File: src/rtl/core/prle_pkg.sv
// Shared constants and control types of the palette run-length encoder.
// Used by prle_palette and by the top level palette_run_length_encoder.
`default_nettype none

package prle_pkg;

  // Default values of the top-level parameters.
  localparam int TILE_BITS_DEF     = 32;
  localparam int PALETTE_DEPTH_DEF = 16;
  localparam int RUN_BITS_DEF      = 16;

  // Fixed field widths of the stream ports.
  localparam int TILE_WORD_W  = 32;
  localparam int RUN_LENGTH_W = 16;
  localparam int PAL_INDEX_W  = 4;
  localparam int IN_TDATA_W   = 32;
  localparam int OUT_TDATA_W  = 56;
  localparam int OUT_TUSER_W  = 2;

  // Bit positions inside the result tuser.
  localparam int USER_FIRST_USE = 0;
  localparam int USER_OVERFLOW  = 1;

  // Commands from the run sequencer to the palette unit.
  typedef struct packed {
    logic start;  // begin a search for the held tile
    logic clear;  // forget all palette entries
  } pal_cmd_t;

  // Status from the palette unit back to the run sequencer.
  typedef struct packed {
    logic done;   // search finished this cycle
    logic hit;    // tile was found in the palette
    logic full;   // every palette entry is in use
  } pal_stat_t;

endpackage

`default_nettype wire

File: src/rtl/core/prle_palette.sv
// Palette store with its serial search unit: one entry is read and compared per cycle.
// Depends on prle_pkg for the command and status types.
`default_nettype none

module prle_palette
  import prle_pkg::*;
#(
  parameter int TILE_BITS     = TILE_BITS_DEF,
  parameter int PALETTE_DEPTH = PALETTE_DEPTH_DEF
) (
  input  wire logic                             clk,
  input  wire logic                             rst,
  input  wire pal_cmd_t                         cmd,
  input  wire logic [TILE_BITS-1:0]             key,
  output pal_stat_t                             stat,
  output logic [$clog2(PALETTE_DEPTH)-1:0]      index,
  output logic [TILE_BITS-1:0]                  word
);

  localparam int IW = $clog2(PALETTE_DEPTH);
  localparam int UW = $clog2(PALETTE_DEPTH + 1);
  localparam logic [UW-1:0] DEPTH_U = UW'(PALETTE_DEPTH);
  localparam logic [IW-1:0] LAST_IDX = IW'(PALETTE_DEPTH - 1);

  logic [TILE_BITS-1:0] mem [PALETTE_DEPTH];
  logic [TILE_BITS-1:0] rd_data;

  logic [UW-1:0] used;
  logic [UW-1:0] scan;
  logic          active;
  logic          pend_valid;
  logic [IW-1:0] pend_idx;

  logic hit;
  logic exhausted;
  logic done;
  logic full;
  logic issue;
  logic append;

  assign full      = (used == DEPTH_U);
  assign hit       = active && pend_valid && (rd_data == key);
  assign exhausted = active && !pend_valid && (scan == used);
  assign done      = hit || exhausted;
  assign issue     = active && !hit && (scan < used);
  assign append    = exhausted && !full;

  assign stat.done = done;
  assign stat.hit  = hit;
  assign stat.full = full;

  // On a miss with a full palette the last read was the top entry, so the
  // read register still holds the word that the reused entry carries.
  always_comb begin
    if (hit) begin
      index = pend_idx;
      word  = rd_data;
    end else if (full) begin
      index = LAST_IDX;
      word  = rd_data;
    end else begin
      index = used[IW-1:0];
      word  = key;
    end
  end

  always_ff @(posedge clk) begin
    if (issue) begin
      rd_data <= mem[scan[IW-1:0]];
    end
    if (append) begin
      mem[used[IW-1:0]] <= key;
    end
  end

  always_ff @(posedge clk) begin
    if (rst) begin
      used       <= '0;
      scan       <= '0;
      active     <= 1'b0;
      pend_valid <= 1'b0;
      pend_idx   <= '0;
    end else begin
      if (cmd.clear) begin
        used <= '0;
      end else if (append) begin
        used <= used + UW'(1);
      end

      if (cmd.start) begin
        active     <= 1'b1;
        scan       <= '0;
        pend_valid <= 1'b0;
      end else begin
        if (done) begin
          active <= 1'b0;
        end
        pend_valid <= issue;
        if (issue) begin
          pend_idx <= scan[IW-1:0];
          scan     <= scan + UW'(1);
        end
      end
    end
  end

endmodule

`default_nettype wire

File: src/rtl/core/palette_run_length_encoder.sv
// Top level of the palette run-length encoder: run sequencer and result register.
// Depends on prle_pkg and instantiates the palette search unit prle_palette.
//
//   Port group  Dir  tdata                      tuser                     tlast
//   s_axis      in   tile_word                  -                         map_end
//   m_axis      out  run_length, palette_index, first_use,                last_run
//                    run_tile                   palette_overflow
//
// A tile that extends the current run is accepted and then compared.
// A tile that changes the run closes the current run, then searches the
// palette entries in use one entry per cycle through a single registered
// read port and one comparator.
// Each result occupies the output register until it is taken; a stall there
// holds the sequencer in its emit state. Reset is synchronous and needs no
// clearing pass; the palette entry count simply returns to zero.
`default_nettype none

module palette_run_length_encoder
  import prle_pkg::*;
#(
  parameter int TILE_BITS     = TILE_BITS_DEF,
  parameter int PALETTE_DEPTH = PALETTE_DEPTH_DEF,
  parameter int RUN_BITS      = RUN_BITS_DEF
) (
  input  wire logic                   clk,
  input  wire logic                   rst,
  input  wire logic                   s_axis_tvalid,
  output logic                        s_axis_tready,
  input  wire logic [IN_TDATA_W-1:0]  s_axis_tdata,   // [31:0] tile_word
  input  wire logic                   s_axis_tlast,
  output logic                        m_axis_tvalid,
  input  wire logic                   m_axis_tready,
  output logic [OUT_TDATA_W-1:0]      m_axis_tdata,   // run_length, palette_index,
                                                      // run_tile, zero pad
  output logic [OUT_TUSER_W-1:0]      m_axis_tuser,   // first_use, palette_overflow
  output logic                        m_axis_tlast
);

  localparam int IW = $clog2(PALETTE_DEPTH);
  localparam logic [RUN_BITS-1:0] RUN_MAX = {RUN_BITS{1'b1}};

  typedef enum logic [5:0] {
    S_IDLE   = 6'b000001,
    S_CHECK  = 6'b000010,
    S_SPLIT  = 6'b000100,
    S_CLOSE  = 6'b001000,
    S_SEARCH = 6'b010000,
    S_LAST   = 6'b100000
  } state_t;

  state_t state, state_next;

  logic [TILE_BITS-1:0] tile_q;
  logic                 end_q;
  logic [TILE_BITS-1:0] run_word, run_word_next;
  logic [IW-1:0]        run_index, run_index_next;
  logic [RUN_BITS-1:0]  run_count, run_count_next;
  logic                 run_new, run_new_next;
  logic                 overflow, overflow_next;
  logic                 started, started_next;

  logic                   o_valid;
  logic [OUT_TDATA_W-1:0] o_data;
  logic [OUT_TUSER_W-1:0] o_user;
  logic                   o_last;

  pal_cmd_t             cmd;
  pal_stat_t            stat;
  logic [IW-1:0]        pal_index;
  logic [TILE_BITS-1:0] pal_word;

  logic   accept;
  logic   slot_free;
  logic   emit_en;
  logic   emit_last;
  logic   tile_eq;
  state_t after_item;

  prle_palette #(
    .TILE_BITS     (TILE_BITS),
    .PALETTE_DEPTH (PALETTE_DEPTH)
  ) u_palette (
    .clk   (clk),
    .rst   (rst),
    .cmd   (cmd),
    .key   (tile_q),
    .stat  (stat),
    .index (pal_index),
    .word  (pal_word)
  );

  assign s_axis_tready = (state == S_IDLE);
  assign accept        = s_axis_tvalid && s_axis_tready;
  assign slot_free     = !o_valid || m_axis_tready;
  assign tile_eq       = (tile_q == run_word);
  assign after_item    = end_q ? S_LAST : S_IDLE;

  always_comb begin
    state_next     = state;
    run_word_next  = run_word;
    run_index_next = run_index;
    run_count_next = run_count;
    run_new_next   = run_new;
    overflow_next  = overflow;
    started_next   = started;
    emit_en        = 1'b0;
    emit_last      = 1'b0;
    cmd            = '0;

    unique case (state)
      S_IDLE: begin
        if (s_axis_tvalid) begin
          if (started) begin
            state_next = S_CHECK;
          end else begin
            // The first tile of a map opens a run without a compare.
            cmd.start  = 1'b1;
            state_next = S_SEARCH;
          end
        end
      end
      S_CHECK: begin
        if (!tile_eq) begin
          state_next = S_CLOSE;
        end else if (run_count == RUN_MAX) begin
          state_next = S_SPLIT;
        end else begin
          run_count_next = run_count + RUN_BITS'(1);
          state_next     = after_item;
        end
      end
      S_SPLIT: begin
        if (slot_free) begin
          emit_en        = 1'b1;
          run_count_next = RUN_BITS'(1);
          run_new_next   = 1'b0;
          state_next     = after_item;
        end
      end
      S_CLOSE: begin
        if (slot_free) begin
          emit_en    = 1'b1;
          cmd.start  = 1'b1;
          state_next = S_SEARCH;
        end
      end
      S_SEARCH: begin
        if (stat.done) begin
          run_index_next = pal_index;
          run_word_next  = pal_word;
          run_new_next   = !stat.hit && !stat.full;
          overflow_next  = overflow || (!stat.hit && stat.full);
          run_count_next = RUN_BITS'(1);
          started_next   = 1'b1;
          state_next     = after_item;
        end
      end
      S_LAST: begin
        if (slot_free) begin
          emit_en        = 1'b1;
          emit_last      = 1'b1;
          cmd.clear      = 1'b1;
          run_index_next = '0;
          run_count_next = '0;
          run_new_next   = 1'b0;
          overflow_next  = 1'b0;
          started_next   = 1'b0;
          state_next     = S_IDLE;
        end
      end
      default: begin
        state_next = S_IDLE;
      end
    endcase
  end

  always_ff @(posedge clk) begin
    if (rst) begin
      state     <= S_IDLE;
      run_index <= '0;
      run_count <= '0;
      run_new   <= 1'b0;
      overflow  <= 1'b0;
      started   <= 1'b0;
      o_valid   <= 1'b0;
    end else begin
      state     <= state_next;
      run_index <= run_index_next;
      run_count <= run_count_next;
      run_new   <= run_new_next;
      overflow  <= overflow_next;
      started   <= started_next;
      if (emit_en) begin
        o_valid <= 1'b1;
      end else if (m_axis_tready) begin
        o_valid <= 1'b0;
      end
    end
  end

  always_ff @(posedge clk) begin
    run_word <= run_word_next;
    if (accept) begin
      tile_q <= TILE_BITS'(s_axis_tdata[TILE_WORD_W-1:0]);
      end_q  <= s_axis_tlast;
    end
    if (emit_en) begin
      o_data <= OUT_TDATA_W'({TILE_WORD_W'(run_word), PAL_INDEX_W'(run_index),
                              RUN_LENGTH_W'(run_count)});
      o_user[USER_FIRST_USE] <= run_new;
      o_user[USER_OVERFLOW]  <= overflow;
      o_last                 <= emit_last;
    end
  end

  assign m_axis_tvalid = o_valid;
  assign m_axis_tdata  = o_data;
  assign m_axis_tuser  = o_user;
  assign m_axis_tlast  = o_last;

endmodule

`default_nettype wire

File: config.mk
export PLATFORM = sky130hd
export DESIGN_NAME = palette_run_length_encoder
export DESIGN_NICKNAME = d
export VERILOG_FILES = /design/src/rtl/core/prle_pkg.sv /design/src/rtl/core/prle_palette.sv /design/src/rtl/core/palette_run_length_encoder.sv
export SDC_FILE = /design/constraint.sdc
export NUM_CORES = 1
export LEC_CHECK = 0
export BUFFER_PORTS_ARGS = -buffer_cell sky130_fd_sc_hd__buf_2
export CORE_MARGIN = 2
export CORE_UTILIZATION = 60
export DETAILED_ROUTE_END_ITERATION = 6
export PLACE_DENSITY = 0.78
export RECOVER_POWER = 100
export SLEW_MARGIN = 20
export SYNTH_ARGS = -nofsm -noshare
export SYNTH_HDL_FRONTEND = slang
export SYNTH_HIERARCHICAL = 1
export SYNTH_SLANG_ARGS = --single-unit
File: constraint.sdc
create_clock -name clk -period 5.04 [get_ports clk]
set_input_delay 1.512 -clock clk [delete_from_list [all_inputs] [get_ports clk]]
set_output_delay 1.512 -clock clk [all_outputs]
set_load 0.005 [all_outputs]
==> metrics.cfg <==
[run_status]
outcome = complete, but fails checks
violations = capacitance limit, slew limit

[sta]
setup_viol = 0
min_period_over_period = 0.9194
clock.fmax_mhz = 215.8
tightest_slew_ns = 3.383
maxSlewViolCount = 508
skew_ns = 0.02957
hold_viol_final = 0
hold_slack_ns = 0.4386
timing.setup.tns_ns = 0
slew_headroom = -1.255
period_needed_ns = 4.634
rsz0062_at_grt = no

[min_path]
hold_path_class = reg -> reg

[place]
port_buffers = 93
place_hpwl_um = 36050
place_area_um2 = 29280
gp_congestion = 0.8983

[routing]
ant_nets = 0
via_per_inst = 6.499
wire_per_inst_um = 29.23
drc_errors = 0
via_count = 14162
drtIter0Drc = 2142
wl_um = 63690
dr.pass1.iters = 6

[clocking]
htreeDepth = 3
clk_latency_ns = 0.61
path_clk_slew_ns = 0.06
cts-buffers-inserted = 69
clock_sinks = 710
root_buffer = clkbuf_16
max-clock-path-buffers = 3
cts_setup_buffers = 0
ctsResizeCount = 0
cts_tree = yes
hold_buffers = 0

[power]
fin_total_pwr_w = 0.01356
peakVddDrop_mv = 0.4551
leakage_nw = 9.710
power.density_nw_per_um2 = 434.1

[cells_and_area]
final_cell_area_um2 = 31240
layout_commonest_cell = edfxtp_1
area_delta_synth_final_pct = 11.80
postLayoutCoreUtil = 0.6752
diodes = 0
layout-drive-gt1-share = 0.2271
nFillCells = 2885
nNetsFinal = 1564
layout_common_cells = 664 x edfxtp_1, 160 x mux4_2, 92 x clkbuf_1

[logic_synthesis]
synthAdderAreaFrac = 0.004926
synth_seq_cells = 710
synth_edf_count = 664
synth-main-ff-cell = edfxtp_1
synth.distinct_cells = 71
synth-compound-area-share = 0.01935
syn_inst = 1362
synthMuxAreaShare = 0.1481
ys_warn_count = 6
ys_seq_area_frac = 0.7467
synth_area_per_cell_um2 = 20.51
synth_top_family_by_area = multiplexers
synth_area_um2 = 27940
synthArstFlopShare = 0
synth-simple-area-share = 0.04353
synth_xor_area_frac = 0.02257

[die]
io_pins = 98
die-area_um2 = 48310
start_util = 0.6039
rows = 79
die_w_um = 219.8
die_h_um = 219.8
coreArea_um2 = 46260

[setup_path]
arrival_ns = 4.86
path_class = reg -> reg
required_ns = 5.26
cpMaxStageDelayCell = and2_0
slowest_delay_ns = 1.82
crit_fanout = 36
crit_path_end_kind = register
cp-start-kind = register
crit_chain = ha_1, nand4b_1, nor4_1, and2_0, clkbuf_2

[global_route]
antenna_found_initial = 0
overflow = 0
grt_pass1_vias = 13974
grt_pass1_wl_um = 93030
grt.total_usage = 0.2731
grt_max_degree = 56

[flow_run]
maxCapViolCount = 21

## final cells by class
type	count	area, µm²	share of cell area
Sequential cell	710	20870	0.6682
Multi-Input combinational cell	569	6558	0.2099
Clock buffer	95	1938	0.06205
Tap cell	607	759.5	0.02431
Timing Repair Buffer	143	636.9	0.02039
Clock inverter	32	386.6	0.01238
Inverter	23	86.33	0.002764
## cell usage after synthesis (11+ instances only)
cell / n / area, µm²
edfxtp_1: 664 / 19940
mux4_2: 160 / 3603
xnor2_1: 49 / 429.2
dfxtp_1: 46 / 920.9
nor2_1: 35 / 131.4
mux2_4: 30 / 450.4
clkbuf_1: 27 / 101.4
nand2_1: 27 / 101.4
inv_1: 23 / 86.33
xor2_1: 23 / 201.4
and2_1: 21 / 131.4
nor3_1: 19 / 95.09
o21ai_0: 17 / 85.08
nand4_1: 16 / 100.1
nand2b_1: 14 / 87.58
nand3_1: 14 / 70.07
buf_1: 13 / 48.80
buf_4: 12 / 90.09
ha_1: 11 / 137.6
nor4_1: 11 / 68.82
## stage by stage
step | instances | setup slack, ns
floorplan | 1365 | 0.7079
global placement | 2052 | 1.161
detailed placement | 2052 | 0.9837
CTS | 2179 | 0.9788
global route | 2179 | 0.2448
finish | 2179 | 0.4063
## critical path, delay by kind of cell, from the launching register on
family	cells	cell delay, ns
AND/OR/NAND/NOR	3	2.60
buffers and inverters	1	0.72
flip-flops	1	0.71
adder cells (fa/ha/maj)	1	0.23
## cells by family (layout without fill, tap and decap cells)
group	Yosys count	after routing
other	1	4
adders and majority gates	11	11
and+or+nand+nor	206	206
muxes	198	198
xor gates and xnor gates	72	72
buffers and inverters	86	293
AOI/OAI and AO/OA	78	78
DFF	710	710
## state kept, by name (all words and copies together) (netlist names)
name and count:
state 6, run_word 32, m_axis_tdata 52, u_palette/pend_valid 1, m_axis_tvalid 1, end_q 1, u_palette/used 5, u_palette/active 1
run_count 16, m_axis_tlast 1, run_index 4, tile_q 32, m_axis_tuser 2, overflow 1, u_palette/mem 512, u_palette/pend_idx 4
started 1, run_new 1, u_palette/scan 5, u_palette/rd_data 32
## metal layers
layer  track usage  share of wire
met1        0.3792           0.38
met2        0.4369           0.49
met3       0.05811          0.097
met4       0.09418          0.036
met5             0              0
## power by group
group	total [W]	switching, W	leakage [nW]	internal, W
sequential	0.00711	0.000218	6.40	0.00689
clock	0.00527	0.00215	1.13	0.00312
combinational	0.00117	0.000716	2.18	0.000458
## final timing paths
kind | startpoint | endpoint | slack (ns) | cells after the start
min | run_index[2] | m_axis_tdata[18] | 0.44 | 0
min reg2reg | run_index[2] | m_axis_tdata[18] | 0.44 | 0
max | u_palette/scan[1] | u_palette/mem[13][30] | 0.41 | 5
max reg2reg | u_palette/scan[1] | u_palette/mem[13][30] | 0.41 | 5
No activity file was read; power rests on OpenSTA's default activity.
